**src/rtl/core/utf8vf_pkg.sv**
```systemverilog
// Package with the shared types, constants and decode functions of the UTF-8 visible filter.
package utf8vf_pkg;

  // Number of groups the front-to-back queue holds.
  localparam int unsigned QDepth = 2;

  // One group: the bytes kept for one input beat, handed from front to back.
  // A count of zero marks a bare end marker.
  typedef struct packed {
    logic [3:0][7:0] bytes;
    logic [2:0]      cnt;
    logic            eot;
  } grp_t;

  // Sequence length announced by a head byte; zero for a byte that cannot lead.
  function automatic logic [2:0] seq_len(input logic [7:0] b);
    logic [2:0] len;
    len = 3'd0;
    if (b[7] == 1'b0) begin
      len = 3'd1;
    end else if ((b & 8'hE0) == 8'hC0) begin
      len = 3'd2;
    end else if ((b & 8'hF0) == 8'hE0) begin
      len = 3'd3;
    end else if ((b & 8'hF8) == 8'hF0) begin
      len = 3'd4;
    end
    return len;
  endfunction

  // Visible ranges of two-byte characters.
  function automatic logic vis2(input logic [7:0] b0, input logic [7:0] b1);
    logic [10:0] cp;
    cp = {b0[4:0], b1[5:0]};
    return (cp >= 11'h0A0 && cp <= 11'h2AF) || (cp >= 11'h370 && cp <= 11'h6FF);
  endfunction

  // Visible ranges of three-byte characters.
  function automatic logic vis3(input logic [7:0] b0, input logic [7:0] b1,
                                input logic [7:0] b2);
    logic [15:0] cp;
    cp = {b0[3:0], b1[5:0], b2[5:0]};
    return (cp >= 16'h2000 && cp <= 16'h20CF) || (cp >= 16'h2200 && cp <= 16'h243F)
        || (cp >= 16'h25A0 && cp <= 16'h26FF) || (cp >= 16'h3000 && cp <= 16'h318F)
        || (cp >= 16'h4E00 && cp <= 16'h9FFF) || (cp >= 16'hAC00 && cp <= 16'hD7AF)
        || (cp >= 16'hF900 && cp <= 16'hFDFF) || (cp >= 16'hFE20 && cp <= 16'hFFEF);
  endfunction

  // Visible ranges of four-byte characters.
  function automatic logic vis4(input logic [7:0] b0, input logic [7:0] b1,
                                input logic [7:0] b2, input logic [7:0] b3);
    logic [20:0] cp;
    cp = {b0[2:0], b1[5:0], b2[5:0], b3[5:0]};
    return (cp >= 21'h1F300 && cp <= 21'h1F64F) || (cp >= 21'h1F680 && cp <= 21'h1F6FF)
        || (cp >= 21'h1F900 && cp <= 21'h1F9FF) || (cp >= 21'h20000 && cp <= 21'h2A6DF)
        || (cp >= 21'h2A700 && cp <= 21'h2B81F) || (cp >= 21'h2F800 && cp <= 21'h2FA1F);
  endfunction

endpackage

```
**src/rtl/core/utf8vf_if.sv**
```systemverilog
// Stream interfaces for the input bytes and the filtered output bytes.
interface utf8vf_in_if;
  logic       valid;
  logic       ready;
  logic [7:0] in_byte;
  logic       end_of_text;

  modport source (output valid, output in_byte, output end_of_text, input ready);
  modport sink   (input valid, input in_byte, input end_of_text, output ready);
endinterface

interface utf8vf_out_if;
  logic       valid;
  logic       ready;
  logic [7:0] out_byte;
  logic       byte_valid;
  logic       run_last;
  logic       text_done;

  modport source (output valid, output out_byte, output byte_valid, output run_last,
                  output text_done, input ready);
  modport sink   (input valid, input out_byte, input byte_valid, input run_last,
                  input text_done, output ready);
endinterface

```
**src/rtl/core/utf8_visible_char_filter.sv**
```systemverilog
// Top level of the UTF-8 visible character filter.
//
//   Channel  Dir  Beat contents                              Accepted when
//   in_i     in   in_byte, end_of_text                       valid && ready
//   out_o    out  out_byte, byte_valid, run_last, text_done  valid && ready
//
// An input beat is scanned in the cycle it is accepted; the front end takes a
// beat every cycle while the two-group queue has room. The back end sends one
// output beat per cycle while out_o is not stalled, one beat for each kept byte
// (one for a bare end marker); its output register sets the output rate.
// Reset empties the lookahead store, the queue and the output register.
// A stall on the output fills the queue and then drops in_i.ready.
module utf8_visible_char_filter
  import utf8vf_pkg::*;
(
  input  logic             clk_i,
  input  logic             rst_ni,
  utf8vf_in_if.sink        in_i,
  utf8vf_out_if.source     out_o
);

  logic push;
  grp_t push_grp;
  logic q_full;
  logic pop;
  logic q_avail;
  grp_t q_head;

  utf8vf_front u_front (
    .clk_i      (clk_i),
    .rst_ni     (rst_ni),
    .in_valid_i (in_i.valid),
    .in_ready_o (in_i.ready),
    .in_byte_i  (in_i.in_byte),
    .in_eot_i   (in_i.end_of_text),
    .push_o     (push),
    .push_grp_o (push_grp),
    .q_full_i   (q_full)
  );

  utf8vf_queue u_queue (
    .clk_i      (clk_i),
    .rst_ni     (rst_ni),
    .push_i     (push),
    .push_grp_i (push_grp),
    .full_o     (q_full),
    .pop_i      (pop),
    .avail_o    (q_avail),
    .head_o     (q_head)
  );

  utf8vf_back u_back (
    .clk_i        (clk_i),
    .rst_ni       (rst_ni),
    .q_avail_i    (q_avail),
    .q_head_i     (q_head),
    .pop_o        (pop),
    .out_valid_o  (out_o.valid),
    .out_ready_i  (out_o.ready),
    .out_byte_o   (out_o.out_byte),
    .byte_valid_o (out_o.byte_valid),
    .run_last_o   (out_o.run_last),
    .text_done_o  (out_o.text_done)
  );

endmodule

```
**src/rtl/core/utf8vf_front.sv**
```systemverilog
// Front end: holds the pending lookahead bytes and scans each beat into a kept group.
module utf8vf_front
  import utf8vf_pkg::*;
(
  input  logic       clk_i,
  input  logic       rst_ni,
  input  logic       in_valid_i,
  output logic       in_ready_o,
  input  logic [7:0] in_byte_i,
  input  logic       in_eot_i,
  output logic       push_o,
  output grp_t       push_grp_o,
  input  logic       q_full_i
);

  logic [1:0]      cnt_q, cnt_d;
  logic [2:0][7:0] pend_q, pend_d;
  logic [3:0][7:0] w;
  logic [3:0][2:0] len;
  logic [3:0]      v2, v3, v4;
  logic [2:0]      n;
  logic [2:0]      pos;
  logic            stop;
  logic [3:0]      keep;
  logic [2:0]      nk;
  logic [3:0][7:0] kept;
  logic            accept;
  logic [1:0]      p;
  logic [2:0]      need;
  logic [2:0]      avail;
  logic [2:0]      span_end;
  logic            ok;
  logic [2:0]      idx;

  assign in_ready_o = !q_full_i;
  assign accept     = in_valid_i && in_ready_o;
  assign n          = {1'b0, cnt_q} + 3'd1;

  // Working window: pending bytes followed by the new byte.
  always_comb begin
    for (int i = 0; i < 3; i++) begin
      w[i] = (2'(i) == cnt_q) ? in_byte_i : pend_q[i];
    end
    w[3] = in_byte_i;
  end

  // Length and visibility of a sequence at every start position, in parallel.
  always_comb begin
    for (int i = 0; i < 4; i++) begin
      len[i] = seq_len(w[i]);
    end
    v2 = {1'b0, vis2(w[2], w[3]), vis2(w[1], w[2]), vis2(w[0], w[1])};
    v3 = {2'b00, vis3(w[1], w[2], w[3]), vis3(w[0], w[1], w[2])};
    v4 = {3'b000, vis4(w[0], w[1], w[2], w[3])};
  end

  // Scan of the window, at most four steps, marking the kept bytes.
  always_comb begin
    pos      = 3'd0;
    stop     = 1'b0;
    keep     = 4'b0000;
    p        = 2'd0;
    need     = 3'd0;
    avail    = 3'd0;
    span_end = 3'd0;
    ok       = 1'b0;
    for (int s = 0; s < 4; s++) begin
      if (!stop && pos < n) begin
        p     = pos[1:0];
        need  = len[p];
        avail = n - pos;
        unique case (need)
          3'd2:    ok = v2[p];
          3'd3:    ok = v3[p];
          3'd4:    ok = v4[p];
          default: ok = 1'b0;
        endcase
        if (need == 3'd0) begin
          pos = pos + 3'd1;
        end else if (need == 3'd1) begin
          keep[p] = 1'b1;
          pos     = pos + 3'd1;
        end else if (avail < need) begin
          // An incomplete sequence waits, unless the text ends here.
          if (in_eot_i) begin
            pos = pos + 3'd1;
          end else begin
            stop = 1'b1;
          end
        end else if (ok) begin
          span_end = {1'b0, p} + need;
          for (int j = 0; j < 4; j++) begin
            if (3'(j) >= {1'b0, p} && 3'(j) < span_end) begin
              keep[j] = 1'b1;
            end
          end
          pos = pos + need;
        end else begin
          pos = pos + 3'd1;
        end
      end
    end
  end

  // Pack the kept bytes in order.
  always_comb begin
    nk   = 3'd0;
    kept = '0;
    for (int i = 0; i < 4; i++) begin
      if (keep[i]) begin
        kept[nk[1:0]] = w[i];
        nk            = nk + 3'd1;
      end
    end
  end

  // Bytes that stay pending move to the front of the store.
  always_comb begin
    cnt_d  = 2'(n - pos);
    pend_d = pend_q;
    idx    = 3'd0;
    for (int i = 0; i < 3; i++) begin
      idx = pos + 3'(i);
      if (idx < 3'd4) begin
        pend_d[i] = w[idx[1:0]];
      end
    end
  end

  assign push_o           = accept && (nk != 3'd0 || in_eot_i);
  assign push_grp_o.bytes = kept;
  assign push_grp_o.cnt   = nk;
  assign push_grp_o.eot   = in_eot_i;

  always_ff @(posedge clk_i or negedge rst_ni) begin
    if (!rst_ni) begin
      cnt_q <= 2'd0;
    end else if (accept) begin
      cnt_q <= cnt_d;
    end
  end

  always_ff @(posedge clk_i) begin
    if (accept) begin
      pend_q <= pend_d;
    end
  end

endmodule

```
**src/rtl/core/utf8vf_queue.sv**
```systemverilog
// Short queue of kept groups between the front end and the back end.
module utf8vf_queue
  import utf8vf_pkg::*;
(
  input  logic clk_i,
  input  logic rst_ni,
  input  logic push_i,
  input  grp_t push_grp_i,
  output logic full_o,
  input  logic pop_i,
  output logic avail_o,
  output grp_t head_o
);

  localparam int unsigned PtrW  = (QDepth > 1) ? $clog2(QDepth) : 1;
  localparam int unsigned FillW = $clog2(QDepth + 1);

  grp_t             mem_q [QDepth];
  logic [PtrW-1:0]  wr_q, rd_q;
  logic [FillW-1:0] fill_q;

  assign full_o  = (fill_q == FillW'(QDepth));
  assign avail_o = (fill_q != '0);
  assign head_o  = mem_q[rd_q];

  // Pointer and fill bookkeeping.
  always_ff @(posedge clk_i or negedge rst_ni) begin
    if (!rst_ni) begin
      wr_q   <= '0;
      rd_q   <= '0;
      fill_q <= '0;
    end else begin
      if (push_i) begin
        wr_q <= (wr_q == PtrW'(QDepth - 1)) ? '0 : wr_q + PtrW'(1);
      end
      if (pop_i) begin
        rd_q <= (rd_q == PtrW'(QDepth - 1)) ? '0 : rd_q + PtrW'(1);
      end
      if (push_i && !pop_i) begin
        fill_q <= fill_q + FillW'(1);
      end else if (pop_i && !push_i) begin
        fill_q <= fill_q - FillW'(1);
      end
    end
  end

  always_ff @(posedge clk_i) begin
    if (push_i) begin
      mem_q[wr_q] <= push_grp_i;
    end
  end

endmodule

```
**src/rtl/core/utf8vf_back.sv**
```systemverilog
// Back end: unrolls each kept group into output beats through a registered stage.
module utf8vf_back
  import utf8vf_pkg::*;
(
  input  logic       clk_i,
  input  logic       rst_ni,
  input  logic       q_avail_i,
  input  grp_t       q_head_i,
  output logic       pop_o,
  output logic       out_valid_o,
  input  logic       out_ready_i,
  output logic [7:0] out_byte_o,
  output logic       byte_valid_o,
  output logic       run_last_o,
  output logic       text_done_o
);

  grp_t       cur_q;
  logic       busy_q;
  logic [1:0] idx_q;
  logic       ovalid_q;
  logic [7:0] obyte_q;
  logic       obv_q, olast_q, odone_q;
  logic       load_out;
  logic       last;
  logic       emit;

  // The output register takes a new beat when it is empty or being drained.
  assign load_out = !ovalid_q || out_ready_i;
  assign emit     = busy_q && load_out;
  assign last     = (cur_q.cnt == 3'd0) || ({1'b0, idx_q} == cur_q.cnt - 3'd1);
  assign pop_o    = q_avail_i && (!busy_q || (emit && last));

  // Group walker.
  always_ff @(posedge clk_i or negedge rst_ni) begin
    if (!rst_ni) begin
      busy_q <= 1'b0;
      idx_q  <= 2'd0;
    end else if (pop_o) begin
      busy_q <= 1'b1;
      idx_q  <= 2'd0;
    end else if (emit) begin
      if (last) begin
        busy_q <= 1'b0;
      end
      idx_q <= idx_q + 2'd1;
    end
  end

  always_ff @(posedge clk_i) begin
    if (pop_o) begin
      cur_q <= q_head_i;
    end
  end

  // Output stage.
  always_ff @(posedge clk_i or negedge rst_ni) begin
    if (!rst_ni) begin
      ovalid_q <= 1'b0;
    end else if (load_out) begin
      ovalid_q <= emit;
    end
  end

  always_ff @(posedge clk_i) begin
    if (emit) begin
      obyte_q <= (cur_q.cnt == 3'd0) ? 8'h00 : cur_q.bytes[idx_q];
      obv_q   <= (cur_q.cnt != 3'd0);
      olast_q <= last;
      odone_q <= last && cur_q.eot;
    end
  end

  assign out_valid_o  = ovalid_q;
  assign out_byte_o   = obyte_q;
  assign byte_valid_o = obv_q;
  assign run_last_o   = olast_q;
  assign text_done_o  = odone_q;

endmodule
```
**src/flat_wrapper.sv**
```systemverilog
// flat-port wrapper written by rule: the top's interface ports become plain ports
module utf8_visible_char_filter_flat import utf8vf_pkg::*;
  (clk_i, rst_ni, in_i_valid, in_i_in_byte, in_i_end_of_text, in_i_ready, out_o_valid, out_o_out_byte, out_o_byte_valid, out_o_run_last, out_o_text_done, out_o_ready);
  utf8vf_in_if in_i_i ();
  utf8vf_out_if out_o_i ();
  input  logic clk_i;
  input  logic rst_ni;
  input wire logic [$bits(in_i_i.valid)-1:0] in_i_valid;
  input wire logic [$bits(in_i_i.in_byte)-1:0] in_i_in_byte;
  input wire logic [$bits(in_i_i.end_of_text)-1:0] in_i_end_of_text;
  output wire logic [$bits(in_i_i.ready)-1:0] in_i_ready;
  output wire logic [$bits(out_o_i.valid)-1:0] out_o_valid;
  output wire logic [$bits(out_o_i.out_byte)-1:0] out_o_out_byte;
  output wire logic [$bits(out_o_i.byte_valid)-1:0] out_o_byte_valid;
  output wire logic [$bits(out_o_i.run_last)-1:0] out_o_run_last;
  output wire logic [$bits(out_o_i.text_done)-1:0] out_o_text_done;
  input wire logic [$bits(out_o_i.ready)-1:0] out_o_ready;
  assign in_i_i.valid = in_i_valid;
  assign in_i_i.in_byte = in_i_in_byte;
  assign in_i_i.end_of_text = in_i_end_of_text;
  assign in_i_ready = in_i_i.ready;
  assign out_o_valid = out_o_i.valid;
  assign out_o_out_byte = out_o_i.out_byte;
  assign out_o_byte_valid = out_o_i.byte_valid;
  assign out_o_run_last = out_o_i.run_last;
  assign out_o_text_done = out_o_i.text_done;
  assign out_o_i.ready = out_o_ready;
  utf8_visible_char_filter u_core (.clk_i(clk_i), .rst_ni(rst_ni), .in_i(in_i_i), .out_o(out_o_i));
endmodule
```
**config.mk**
```make
export PLATFORM = sky130hd
export DESIGN_NAME = utf8_visible_char_filter_flat
export DESIGN_NICKNAME = d
export VERILOG_FILES = /design/src/rtl/core/utf8vf_pkg.sv /design/src/rtl/core/utf8vf_if.sv /design/src/rtl/core/utf8_visible_char_filter.sv /design/src/rtl/core/utf8vf_front.sv /design/src/rtl/core/utf8vf_queue.sv /design/src/rtl/core/utf8vf_back.sv /design/src/flat_wrapper.sv
export SDC_FILE = /design/constraint.sdc
export NUM_CORES = 1
export LEC_CHECK = 0
export BUFFER_PORTS_ARGS = -buffer_cell sky130_fd_sc_hd__buf_2
export CORE_UTILIZATION = 31
export DETAILED_ROUTE_END_ITERATION = 7
export PLACE_DENSITY = 0.46
export RECOVER_POWER = 25
export SETUP_SLACK_MARGIN = 0.05
export SKIP_LAST_GASP = 1
export SLEW_MARGIN = 20
export SYNTH_ARGS = -nofsm -noshare
export SYNTH_HDL_FRONTEND = slang
export SYNTH_SLANG_ARGS = --single-unit
```
**constraint.sdc**
```tcl
create_clock -name clk_i -period 32.1 [get_ports clk_i]
set_input_delay 3.21 -clock clk_i [delete_from_list [all_inputs] [get_ports clk_i]]
set_output_delay 3.21 -clock clk_i [all_outputs]
set_load 0.05 [all_outputs]
```
==> metrics.txt <==
Crit Path Class=in -> reg; Hold Crit Start=u_core.u_queue.fill_q[1]; CP max stage cell=a221oi_2; area added between synthesis and finish=9.50%; pre-CTS setup slack=approximately 14 ns; initial DRC count=1028; number of routed nets with antenna violations=0; clk_skew=between 0.015 and 0.02 ns; DIE AREA=around 40000 sq um; hold path cells=1; core region area=around 39000 sq um; Die Span X=201 microns; gpl congestion=roughly 0.92; # hold bufs at CTS=0; post-synth top area share=0.349; max incr delay on CP=0.82 ns; worst-margin pin slew=2.16 ns; Initial Util=0.317; cell taking the most area after synthesis=edfxtp_1; CTS H-tree lvls=4; Synth Flop Type=edfxtp_1; YS warnings=0; hold path endpoint=u_core.u_queue.fill_q[1]; max_cap viols=2; CTS Sinks=153; outcome=complete, but fails checks; Synth Register Bits=roughly 150; Final #Nets=about 1300; post-CTS resize count=0; GRT Util Overall=0.194; initial antenna violation count=0; FF-to-FF setup slack=about 17 ns; Port-buffer cells=25; Final Hold Viols=0; synthesized cell area=12300 sq um; number of setup buffers added after CTS=0; Worst Path Arrival=~17 ns; drt pass-1 iters=5; reg2reg path depth=57; Worst EP required=between 30 and 40 ns; ys async rst share=0.0654; # rows=about 70; Inserted Clock Buffers=17; unrepaired setup endpoints after global routing=false; Final min period=17.35 ns; Syn Nets=between 1000 and 1500; largest net degree at the start of global routing=48; reg2reg start=u_core.u_front.cnt_q[0]; DR vias=between 10000 and 15000; f_max=slightly below 0.06 GHz; HP Class=reg -> reg; Worst setup SP type=input port; top area cells in the synthesized netlist=edfxtp_1, mux2_2, ha_1, mux2i_1, nand2_1; failing checks=capacitance limit, slew limit; vias per cell=between 5 and 6; Final HPWL DP=28800 microns; worst-path maximum fanout=30; Setup-failing EPs final=0; drt drc=0; final setup margin=roughly 15 ns; cells after synthesis=1228; number of global-route vias before repair=9733; Max Root-Sink Buffers=2; EDFF count, synth=between 100 and 150; most used cell, CP=ha_1; Root Buffer=clkbuf_16; syn_area_per_cell=10.0 sq um; synth unique cells=approximately 110; share of layout cells above drive strength 1=0.157; overall die height=201 microns; Fin Setup TNS=0 ns; slew margin rel.=-0.438; r2r endpoint=u_core.u_queue.mem_q[1][25]; Slew Viols, Final=79; CP endpoint kind=register; clock slew at reported path FFs=0.06 ns; Routed WL per cell=roughly 23 microns; post-synthesis sequential area ratio=0.369; global-route wire length before repair=~60000 microns; clk_lat worst skew=around 0.43 ns; Inserted Diodes=0; leading cell types in the layout, fill and taps excluded=edfxtp_1, nand2_1, nor2_1; CTS tree=built; most common cell after layout, fill and taps aside=edfxtp_1; Tcrit/Tclk final=0.540; Top Ports=26; DRT Wirelength=just under 40000 microns; gr ovfl total=0
[registers in the layout, indices dropped and copies added (netlist names), 2 cells and up]
signal and cells:
u_core.u_back.out_byte_o 8, u_core.u_back.idx_q 2, u_core.u_back.cur_q 36, u_core.u_queue.mem_q 72
u_core.u_front.cnt_q 2, u_core.u_queue.fill_q 2, u_core.u_front.pend_q 24
[how the worst max path moves through the flow]
stage                             endpoint            start  cells after the start  slack, ns
2_1_floorplan   u_core.u_queue.mem_q[0][0]  in_i_in_byte[5]                     59      15.47
3_3_place_gp   u_core.u_queue.mem_q[0][33]  in_i_in_byte[4]                     54      14.28
3_5_place_dp   u_core.u_queue.mem_q[0][33]  in_i_in_byte[4]                     54      14.02
4_1_cts        u_core.u_queue.mem_q[0][17]  in_i_in_byte[4]                     54      14.44
5_1_grt         u_core.u_queue.mem_q[1][9]  in_i_in_byte[4]                     54      13.56
6_report       u_core.u_queue.mem_q[1][25]  in_i_in_byte[4]                     55      14.75
[per-layer routing]
metal	up-vias	track usage	part of all wire
met3	75	0.0251	0.055
li1	4700	-	-
met1	4997	0.271	0.45
met2	426	0.307	0.46
met5	-	0	0
met4	0	0.0701	0.032
[critical path: cells and delay by family]
kind	cells	cell delay (ns)
fa+ha+maj	11	3.03
buf+inv	8	1.57
xor+xnor	2	0.29
simple gates	15	3.56
compound gates	19	5.73
[layout make-up]
class                      instances  area (sq um)
fill                            3935         25400
multi-input combinational        961          7260
sequential                       153          4540
tap                              518           648
clock buffer                      21           460
timing repair buffer              42           288
inverter                          44           175
clock inverter                    11           113
[per-stage QoR]
step,std cells,hold slack [ns],cell area [sq um],utilization
after floorplan,1228,0.485,12300,-
after global placement,1715,0.520,12900,0.330
after detailed placement,1715,0.517,12900,0.330
after CTS,1747,0.533,13400,0.345
after global routing,1750,0.558,13500,0.347
final,1750,0.541,13500,0.347
[kinds of logic (layout without fill, tap and decap cells)]
group	after synthesis	after routing	share of synthesized area
flip-flops	153	153	0.369
XOR/XNOR	25	25	0.0184
adder cells (fa/ha/maj)	57	57	0.0615
AND/OR/NAND/NOR	405	405	0.173
AO/OA/AOI/OAI	320	320	0.184
multiplexers	154	154	0.150
buffers and inverters	114	118	0.0447
[synthesized netlist by cell type, types with 8 or more instances]
master    count
and2_1       13
nand2b_1     12
nand3b_1     16
a22o_1       10
a31oi_1      15
nor2b_1      22
a21o_1       12
a221o_1       9
buf_6         8
nand2_1     107
edfxtp_1    143
inv_1        38
xnor2_1      16
o21ai_0      49
nor4_1       13
a21oi_1      61
o21ai_1      13
mux4_2       16
nand3_1      33
o22ai_1      17
buf_2        30
o31ai_1       8
o21a_1        8
a22oi_1      11
nor2_1       85
o211ai_1      9
mux2i_1      61
and3_1        8
a211oi_1     11
mux2_2       73
clkbuf_1     25
xor2_1        8
nor3_1       30
nand4_1       8
ha_1         51
dfrtp_1      10
Power is not shown: default switching activity piles up to over one toggle a cycle in this logic, so the estimate is an artifact.
